$ cat src/sv/sha_pkg.sv
// Package for the byte-serial SHA-256 hasher: constants, round constants and helper functions.
// Used by sha_queue, sha_core, sha_front and the top level; depends on nothing.
package sha_pkg;

  localparam int unsigned QueueDepthDefault = 4;
  localparam int unsigned RamDepthDefault   = 16;
  localparam logic [7:0]  PadByte           = 8'h80;
  localparam logic [5:0]  LenOffset         = 6'd56;

  // Request as it travels from the front part to the back part.
  typedef struct packed {
    logic [7:0] data;
    logic       present;
    logic       fin;
  } req_t;

  typedef logic [31:0] word_t;

  function automatic word_t init_hash(input logic [2:0] idx);
    word_t v;
    case (idx)
      3'd0: v = 32'h6a09e667;
      3'd1: v = 32'hbb67ae85;
      3'd2: v = 32'h3c6ef372;
      3'd3: v = 32'ha54ff53a;
      3'd4: v = 32'h510e527f;
      3'd5: v = 32'h9b05688c;
      3'd6: v = 32'h1f83d9ab;
      default: v = 32'h5be0cd19;
    endcase
    return v;
  endfunction

  function automatic word_t round_k(input logic [5:0] idx);
    word_t v;
    case (idx)
      6'd0: v = 32'h428a2f98;  6'd1: v = 32'h71374491;
      6'd2: v = 32'hb5c0fbcf;  6'd3: v = 32'he9b5dba5;
      6'd4: v = 32'h3956c25b;  6'd5: v = 32'h59f111f1;
      6'd6: v = 32'h923f82a4;  6'd7: v = 32'hab1c5ed5;
      6'd8: v = 32'hd807aa98;  6'd9: v = 32'h12835b01;
      6'd10: v = 32'h243185be; 6'd11: v = 32'h550c7dc3;
      6'd12: v = 32'h72be5d74; 6'd13: v = 32'h80deb1fe;
      6'd14: v = 32'h9bdc06a7; 6'd15: v = 32'hc19bf174;
      6'd16: v = 32'he49b69c1; 6'd17: v = 32'hefbe4786;
      6'd18: v = 32'h0fc19dc6; 6'd19: v = 32'h240ca1cc;
      6'd20: v = 32'h2de92c6f; 6'd21: v = 32'h4a7484aa;
      6'd22: v = 32'h5cb0a9dc; 6'd23: v = 32'h76f988da;
      6'd24: v = 32'h983e5152; 6'd25: v = 32'ha831c66d;
      6'd26: v = 32'hb00327c8; 6'd27: v = 32'hbf597fc7;
      6'd28: v = 32'hc6e00bf3; 6'd29: v = 32'hd5a79147;
      6'd30: v = 32'h06ca6351; 6'd31: v = 32'h14292967;
      6'd32: v = 32'h27b70a85; 6'd33: v = 32'h2e1b2138;
      6'd34: v = 32'h4d2c6dfc; 6'd35: v = 32'h53380d13;
      6'd36: v = 32'h650a7354; 6'd37: v = 32'h766a0abb;
      6'd38: v = 32'h81c2c92e; 6'd39: v = 32'h92722c85;
      6'd40: v = 32'ha2bfe8a1; 6'd41: v = 32'ha81a664b;
      6'd42: v = 32'hc24b8b70; 6'd43: v = 32'hc76c51a3;
      6'd44: v = 32'hd192e819; 6'd45: v = 32'hd6990624;
      6'd46: v = 32'hf40e3585; 6'd47: v = 32'h106aa070;
      6'd48: v = 32'h19a4c116; 6'd49: v = 32'h1e376c08;
      6'd50: v = 32'h2748774c; 6'd51: v = 32'h34b0bcb5;
      6'd52: v = 32'h391c0cb3; 6'd53: v = 32'h4ed8aa4a;
      6'd54: v = 32'h5b9cca4f; 6'd55: v = 32'h682e6ff3;
      6'd56: v = 32'h748f82ee; 6'd57: v = 32'h78a5636f;
      6'd58: v = 32'h84c87814; 6'd59: v = 32'h8cc70208;
      6'd60: v = 32'h90befffa; 6'd61: v = 32'ha4506ceb;
      6'd62: v = 32'hbef9a3f7;
      default: v = 32'hc67178f2;
    endcase
    return v;
  endfunction

  function automatic word_t ror(input word_t v, input int unsigned s);
    return (v >> s) | (v << (32 - s));
  endfunction

endpackage

$ cat src/sv/sha_ram.sv
// Generic single-port-write, single-port-read RAM with registered read data.
// Depends on nothing.
module sha_ram #(
  parameter int unsigned Width = 32,
  parameter int unsigned Depth = 16
) (
  input  logic                     clk,
  input  logic                     we,
  input  logic [$clog2(Depth)-1:0] waddr,
  input  logic [Width-1:0]         wdata,
  input  logic [$clog2(Depth)-1:0] raddr,
  output logic [Width-1:0]         rdata
);
  logic [Width-1:0] mem [Depth];

  // Write port and registered read port.
  always_ff @(posedge clk) begin
    if (we) begin
      mem[waddr] <= wdata;
    end
    rdata <= mem[raddr];
  end
endmodule

$ cat src/sv/sha_queue.sv
// Short request queue between the front and back parts.
// Depends on sha_pkg.
module sha_queue import sha_pkg::*; #(
  parameter int unsigned Depth = QueueDepthDefault
) (
  input  logic clk,
  input  logic rst,
  input  logic push,
  input  req_t wreq,
  output logic full,
  input  logic pop,
  output req_t rreq,
  output logic empty
);
  localparam int unsigned AW = $clog2(Depth);
  req_t mem [Depth];
  logic [AW-1:0] wptr;
  logic [AW-1:0] rptr;
  logic [AW:0]   count;
  logic do_push;
  logic do_pop;

  assign full    = (count == (AW+1)'(Depth));
  assign empty   = (count == '0);
  assign do_push = push && !full;
  assign do_pop  = pop && !empty;
  assign rreq    = mem[rptr];

  // Storage writes.
  always_ff @(posedge clk) begin
    if (do_push) begin
      mem[wptr] <= wreq;
    end
  end

  // Pointers and fill count.
  always_ff @(posedge clk) begin
    if (rst) begin
      wptr  <= '0;
      rptr  <= '0;
      count <= '0;
    end else begin
      if (do_push) begin
        wptr <= (wptr == AW'(Depth - 1)) ? '0 : wptr + 1'b1;
      end
      if (do_pop) begin
        rptr <= (rptr == AW'(Depth - 1)) ? '0 : rptr + 1'b1;
      end
      count <= count + (AW+1)'(do_push) - (AW+1)'(do_pop);
    end
  end
endmodule

$ cat src/sv/sha_core.sv
// Back part: block assembly, padding, 64-round compression and digest output.
// Depends on sha_pkg and sha_ram.
module sha_core import sha_pkg::*; (
  input  logic        clk,
  input  logic        rst,
  input  logic        req_valid,
  input  req_t        req,
  output logic        req_take,
  output logic [31:0] digest_word,
  output logic [2:0]  word_index,
  output logic        last_word,
  output logic        empty,
  input  logic        pop
);
  localparam logic [2:0] StIdle = 3'd0;
  localparam logic [2:0] StPad  = 3'd1;
  localparam logic [2:0] StLen  = 3'd2;
  localparam logic [2:0] StComp = 3'd3;
  localparam logic [2:0] StAdd  = 3'd4;
  localparam logic [2:0] StOut  = 3'd5;

  logic [2:0]  state;
  logic [5:0]  fill;
  logic [60:0] msg_bytes;
  logic        finishing;
  logic        padding;
  logic        in_len_block;
  logic        byte_pending;
  logic [7:0]  pend_byte;
  logic [31:0] word_acc;
  logic [63:0] bit_len;
  logic [6:0]  round;
  logic [2:0]  out_idx;
  word_t       h [8];
  word_t       r [8];
  word_t       w [16];

  // Message words of the current block in a small RAM, 16 words of 32 bits.
  logic        ram_we;
  logic [3:0]  ram_waddr;
  logic [31:0] ram_wdata;
  logic [3:0]  ram_raddr;
  logic [31:0] ram_rdata;

  sha_ram #(.Width(32), .Depth(RamDepthDefault)) u_ram (
    .clk(clk), .we(ram_we), .waddr(ram_waddr), .wdata(ram_wdata),
    .raddr(ram_raddr), .rdata(ram_rdata)
  );

  // The byte written into the block this cycle, if any.
  logic       put;
  logic [7:0] put_byte;
  always_comb begin
    put      = 1'b0;
    put_byte = '0;
    case (state)
      StIdle: begin
        if (byte_pending) begin
          put = 1'b1; put_byte = pend_byte;
        end else if (finishing) begin
          put = 1'b1; put_byte = PadByte;
        end
      end
      StPad: begin
        put = 1'b1; put_byte = 8'h00;
      end
      StLen: begin
        put = 1'b1; put_byte = bit_len[63:56];
      end
      default: ;
    endcase
  end

  logic [31:0] acc_next;
  assign acc_next  = {word_acc[23:0], put_byte};
  assign ram_we    = put && (fill[1:0] == 2'd3);
  assign ram_waddr = fill[5:2];
  assign ram_wdata = acc_next;
  assign req_take  = (state == StIdle) && !byte_pending && !finishing && req_valid;

  // Schedule and round logic. The RAM is read in the round before the one that uses it,
  // so word 0 is addressed while the block is still being filled.
  logic [5:0]  ridx;
  word_t       wt;
  word_t       s0;
  word_t       s1;
  word_t       wnew;
  word_t       t1;
  word_t       t2;
  assign ridx = round[5:0];
  assign s0   = ror(w[1], 7) ^ ror(w[1], 18) ^ (w[1] >> 3);
  assign s1   = ror(w[14], 17) ^ ror(w[14], 19) ^ (w[14] >> 10);
  assign wnew = w[0] + s0 + w[9] + s1;
  assign wt   = (ridx < 6'd16) ? ram_rdata : wnew;
  assign ram_raddr = (state == StComp && ridx < 6'd15) ? 4'(ridx + 6'd1) : 4'd0;
  assign t1 = r[7] + (ror(r[4], 6) ^ ror(r[4], 11) ^ ror(r[4], 25))
            + ((r[4] & r[5]) ^ (~r[4] & r[6])) + round_k(ridx) + wt;
  assign t2 = (ror(r[0], 2) ^ ror(r[0], 13) ^ ror(r[0], 22))
            + ((r[0] & r[1]) ^ (r[0] & r[2]) ^ (r[1] & r[2]));

  assign digest_word = h[out_idx];
  assign word_index  = out_idx;
  assign last_word   = (out_idx == 3'd7);
  assign empty       = (state != StOut);

  // Main sequencer.
  always_ff @(posedge clk) begin
    if (rst) begin
      state        <= StIdle;
      fill         <= '0;
      msg_bytes    <= '0;
      finishing    <= 1'b0;
      padding      <= 1'b0;
      in_len_block <= 1'b0;
      byte_pending <= 1'b0;
      round        <= '0;
      out_idx      <= '0;
      for (int i = 0; i < 8; i++) h[i] <= init_hash(3'(i));
    end else begin
      if (put) begin
        word_acc <= acc_next;
        fill     <= fill + 6'd1;
      end
      case (state)
        StIdle: begin
          if (req_take) begin
            byte_pending <= req.present;
            pend_byte    <= req.data;
            finishing    <= req.fin;
            if (req.present) msg_bytes <= msg_bytes + 61'd1;
            if (req.fin) bit_len <= {(req.present ? msg_bytes + 61'd1 : msg_bytes), 3'b000};
          end else if (byte_pending) begin
            // A message byte; a full block goes to compression.
            byte_pending <= 1'b0;
            if (fill == 6'd63) begin
              state <= StComp; round <= '0;
              for (int i = 0; i < 8; i++) r[i] <= h[i];
            end
          end else if (finishing) begin
            // The pad byte starts the padding of the last block.
            finishing <= 1'b0;
            padding   <= 1'b1;
            if (fill == 6'd63) begin
              state <= StComp; round <= '0;
              for (int i = 0; i < 8; i++) r[i] <= h[i];
            end else if (fill == LenOffset - 6'd1) begin
              state <= StLen;
            end else begin
              state <= StPad;
            end
          end
        end
        StPad: begin
          if (fill == 6'd63) begin
            state <= StComp; round <= '0;
            for (int i = 0; i < 8; i++) r[i] <= h[i];
          end else if (fill == LenOffset - 6'd1) begin
            state <= StLen;
          end
        end
        StLen: begin
          bit_len      <= {bit_len[55:0], 8'h00};
          in_len_block <= 1'b1;
          if (fill == 6'd63) begin
            state <= StComp; round <= '0;
            for (int i = 0; i < 8; i++) r[i] <= h[i];
          end
        end
        StComp: begin
          for (int i = 0; i < 15; i++) w[i] <= w[i+1];
          w[15] <= wt;
          r[7] <= r[6]; r[6] <= r[5]; r[5] <= r[4]; r[4] <= r[3] + t1;
          r[3] <= r[2]; r[2] <= r[1]; r[1] <= r[0]; r[0] <= t1 + t2;
          round <= round + 7'd1;
          if (round == 7'd63) state <= StAdd;
        end
        StAdd: begin
          // The length block ends the message; otherwise padding or input resumes.
          for (int i = 0; i < 8; i++) h[i] <= h[i] + r[i];
          if (in_len_block) begin
            state <= StOut;
          end else if (padding) begin
            state <= StPad;
          end else begin
            state <= StIdle;
          end
        end
        StOut: begin
          if (pop) begin
            out_idx <= out_idx + 3'd1;
            if (out_idx == 3'd7) begin
              state        <= StIdle;
              msg_bytes    <= '0;
              fill         <= '0;
              padding      <= 1'b0;
              in_len_block <= 1'b0;
              for (int i = 0; i < 8; i++) h[i] <= init_hash(3'(i));
            end
          end
        end
        default: state <= StIdle;
      endcase
    end
  end
endmodule

$ cat src/sv/sha_front.sv
// Front part: accepts input requests, drops requests that carry nothing.
// Depends on sha_pkg.
module sha_front import sha_pkg::*; (
  input  logic       data_present_in,
  input  logic [7:0] data_in,
  input  logic       fin_in,
  input  logic       push,
  input  logic       q_full,
  output logic       q_push,
  output req_t       q_req
);
  // Requests with neither a byte nor an end mark change nothing.
  assign q_push = push && !q_full && (data_present_in || fin_in);
  assign q_req  = '{data: data_in, present: data_present_in, fin: fin_in};
endmodule

$ cat src/sv/sha256_stream_hasher_top.sv
// Top level of the byte-serial SHA-256 hasher.
// Depends on sha_pkg, sha_front, sha_queue, sha_core.
//
// Use: message bytes enter one request at a time through a queue-style port
// (push/full). A request carries data_byte when byte_present is high; a
// request with end_of_message high closes the message, optionally after its
// byte. Empty messages are allowed.
// Results leave through a queue-style port (empty/pop): eight requests per
// message, digest words 0 to 7, last_word high on the eighth.
// Each byte is first taken from the queue and then written into the block;
// the core takes no new byte before the last one is written. Every 64th byte
// adds a compression of 64 rounds and a hash update, done by the single round unit.
// Ending a message writes 9 to 72 pad and length bytes, runs one or two
// compressions, then shows the digest words one per pop.
// The input queue absorbs requests during compression; full rises when it
// has no room.
// Reset loads the initial hash values and clears the byte count and queue.
// When the receiver stalls the digest holds and input stops once full.
module sha256_stream_hasher_top import sha_pkg::*; #(
  parameter int unsigned QueueDepth = QueueDepthDefault
) (
  input  logic        clk,
  input  logic        rst,
  input  logic        push,
  output logic        full,
  input  logic [7:0]  data_byte,
  input  logic        byte_present,
  input  logic        end_of_message,
  output logic        empty,
  input  logic        pop,
  output logic [31:0] digest_word,
  output logic [2:0]  word_index,
  output logic        last_word
);
  logic q_push;
  req_t q_wreq;
  req_t q_rreq;
  logic q_empty;
  logic q_take;

  sha_front u_front (
    .data_present_in(byte_present), .data_in(data_byte), .fin_in(end_of_message),
    .push(push), .q_full(full), .q_push(q_push), .q_req(q_wreq)
  );

  sha_queue #(.Depth(QueueDepth)) u_queue (
    .clk(clk), .rst(rst), .push(q_push), .wreq(q_wreq), .full(full),
    .pop(q_take), .rreq(q_rreq), .empty(q_empty)
  );

  sha_core u_core (
    .clk(clk), .rst(rst), .req_valid(!q_empty), .req(q_rreq), .req_take(q_take),
    .digest_word(digest_word), .word_index(word_index), .last_word(last_word),
    .empty(empty), .pop(pop)
  );

  // The core never takes from an empty queue.
  assert property (@(posedge clk) disable iff (rst) q_take |-> !q_empty)
    else $error("request taken from empty queue");
  // A popped final word returns the output side to empty.
  assert property (@(posedge clk) disable iff (rst) (pop && !empty && last_word) |=> empty)
    else $error("output still shown after last word");
  // Word index advances by one on every pop that is not the last.
  assert property (@(posedge clk) disable iff (rst)
    (pop && !empty && !last_word) |=> (word_index == $past(word_index) + 3'd1))
    else $error("word index skipped");
endmodule
$ cat config.mk
export PLATFORM = sky130hd
export DESIGN_NAME = sha256_stream_hasher_top
export DESIGN_NICKNAME = d
export VERILOG_FILES = /design/src/sv/sha_pkg.sv /design/src/sv/sha_ram.sv /design/src/sv/sha_queue.sv /design/src/sv/sha_core.sv /design/src/sv/sha_front.sv /design/src/sv/sha256_stream_hasher_top.sv
export SDC_FILE = /design/constraint.sdc
export NUM_CORES = 2
export LEC_CHECK = 0
export ABC_CLOCK_PERIOD_IN_PS = 25000
export BUFFER_PORTS_ARGS = -buffer_cell sky130_fd_sc_hd__buf_2
export CAP_MARGIN = 20
export CORE_ASPECT_RATIO = 0.6
export CORE_UTILIZATION = 60
export CTS_BUF_LIST = sky130_fd_sc_hd__clkbuf_8
export DETAILED_ROUTE_END_ITERATION = 7
export PLACE_DENSITY_LB_ADDON = 0.2
export SETUP_SLACK_MARGIN = 0.4
export SYNTH_ARGS = -nofsm -noshare
export SYNTH_HDL_FRONTEND = slang
export SYNTH_SLANG_ARGS = --single-unit
$ cat constraint.sdc
create_clock -name clk -period 25 [get_ports clk]
set_input_delay 3.75 -clock clk [delete_from_list [all_inputs] [get_ports clk]]
set_output_delay 3.75 -clock clk [all_outputs]
set_load 0.05 [all_outputs]
==> reports/qor.txt <==
Via density = 6.410
Final min period = 11.06 ns
number of remaining DRC errors = 0
pin count of the biggest net entering global routing = 171
final cycle utilization of the critical path = 44.23%
GPL Wtd Cong = 1.008
Most used DFF post-synth = edfxtp_1
Detail Route Antenna Nets = 0
Synth Area in Compound Gates = 11.33%
syn_nets = 8713
crit-path max FO = 5
area leader, netlist = edfxtp_1
Setup crit start kind = register
# Max-Cap Violations = 0
most common cell in the netlist = edfxtp_1
Max IR drop VDD = 0.1234 mV
Buf/Inv on CP = 5
CTS tree = built
post-synthesis xor/xnor area fraction = 5.778%
crit end category = register
top cells by area, synth = edfxtp_1, dfxtp_1, ha_1
post-cts sizing count = 0
worst-margin pin slew = 1.204 ns
required time worst endpoint = 25.64 ns
number of synthesized flops with an enable pin = 1541
Die ar. = 0.1608 mm²
wire per inst = 27.28 µm
Congestion Overflow GR = 0
Area growth syn-to-layout = 8.464%
Yosys top cell area share = 48.45%
P per Cell Area = 70.16 mW/mm²
FF+latch count, synth = 1829
main combinational cell family by area after synthesis = compound AO/OA/AOI/OAI gates
synth unique cells = 95
Total Routing Usage GR = 35.43%
Die Wd = 517.1 µm
Slowest-stage cell, CP = o21ai_0
Worst EP arrival = 11.69 ns
IO Count = 52
Top delay family on crit path = compound AO/OA/AOI/OAI gates
clk sink count = 1829
Worst Skew = 0.09116 ns
Post-CTS Setup Inserts = 0
Crit path top cell by count = a21oi_1
first-pass GRT wire length = 417.3 mm
initial antenna violation count = 17
clk_lat worst skew = 0.94 ns
Final Hold Violating Endpoints = 0
Worst slew margin = 19.27%
Port Buffers = 51
Die Span Y = 311.0 µm
total core area = 0.1567 mm²
register area share after synthesis = 54.49%
hold buffers post-CTS = 0
Inserted Clock Buffers = 279
final setup fails = 0
post-synthesis simple-gate area fraction = 9.947%
Pre-antenna DRT Iters = 6
DPL Wire Length = 205.8 mm
synthesized area = 0.09551 mm²
FP Rows = 112
total power = 7268 µW
Mapped Cells = 8102
critical path class = reg -> reg
Worst Slack Setup Final = 13.94 ns
mux contribution to synthesized area = 5.789%
final instance area = 0.1036 mm²
Mean Syn Cell Area = 11.79 µm²
Fin Setup TNS = 0 ns
list of most frequent post-synthesis cells = edfxtp_1, nand2_1, o21ai_0
Synthesis Warnings = 0
post-place setup slack = 14.26 ns
Post-Synth Adder-Cell Area = 9.560%
f_max = 90.43 MHz
CTS Root Cell = clkbuf_8
Post-DP Area = 0.09823 mm²
via count = 67340
share of layout cells above drive strength 1 = 10.63%
H-tree depth = 5
status = finished clean
Clock Path Buffers = 4
Reg clk slew, reported paths = 0.07 ns
final WL = 286.6 mm
first-iteration detailed-routing DRC count = 10040
vias in the first global route = 61920
Final nets = 8787
Worst Hold Class = reg -> reg
RSZ-0062 raised after global routing = no
Synth async-reset ratio = 0%
Initial Utilization = 60.96%
Max Slew Vio Count = 0
Leakage = 0.03825 µW
utilization after layout = 66.12%
CP peak stage delay = 0.81 ns
[cell families (layout without fill, tap and decap cells)]
logic type,count (synthesis),count (layout)
AND/OR/NAND/NOR,2203,2203
flip-flops,1829,1829
AO/OA/AOI/OAI,1761,1761
buffers and inverters,778,1068
XOR/XNOR,627,627
adder cells (fa/ha/maj),616,616
multiplexers,288,288
other,0,4
[path summary, 6_finish.rpt]
path	slack, ns	to	cells after the start	startpoint
min	0.39	u_core.w[7][26]	0	u_core.w[7][58]
max	13.94	u_core.r[0][30]	37	u_core.w[0][53]
max reg2reg	13.94	u_core.r[0][30]	37	u_core.w[0][53]
min reg2reg	0.39	u_core.w[7][26]	0	u_core.w[7][58]
[flip-flops by register name (all words and copies together), names as in the netlist, 32 cells and up, named ones only]
name	cells
u_core.u_ram.mem	512
u_queue.mem	40
u_core.u_ram.rdata	32
u_core.msg_bytes	61
u_core.r	256
u_core.bit_len	61
u_core.w	512
u_core.h	256
[cell type report]
cell class / instances / area, µm²
tap: 2109 / 2639
clock inverter: 191 / 1101
timing repair buffer: 185 / 1320
clock buffer: 306 / 4212
antenna: 4 / 10.01
sequential: 1829 / 52050
inverter: 386 / 1459
multi-input combinational: 5495 / 40810
fill: 11650 / 53080
[through the flow]
step / std cells / hold WS, ns
2_1_floorplan: 8102 / 0.4003
3_3_place_gp: 10000 / 0.4001
3_5_place_dp: 10000 / 0.4045
4_1_cts: 10500 / 0.3926
5_1_grt: 10500 / 0.4027
6_report: 10510 / 0.3931
[cells in the final DEF, fill, tap and decap left out, types with 285 or more instances in the layout]
master,n
dfxtp_1,285
a21oi_1,491
inv_1,486
xnor2_1,401
nand2_1,1207
o21ai_0,502
ha_1,401
nor2_1,440
edfxtp_1,1541
clkbuf_8,306
[power by group]
part           internal, µW  switching (µW)  leakage (µW)
logic                   461             813        0.0190
clock network          1220            1220       0.00310
registers              3450             104        0.0161
total                  5130            2140        0.0383
[per-layer routing]
layer	global-route usage [%]	up-vias	wire, µm	share of wire, %
li1	-	29530	-	-
met1	59.95	33220	133200	46
met2	41.92	4229	103800	36
met3	13.29	349	45050	16
met4	6.228	10	4462	1.6
met5	0	-	62	0.022
Note: power is estimated with default switching activity, not from simulation.
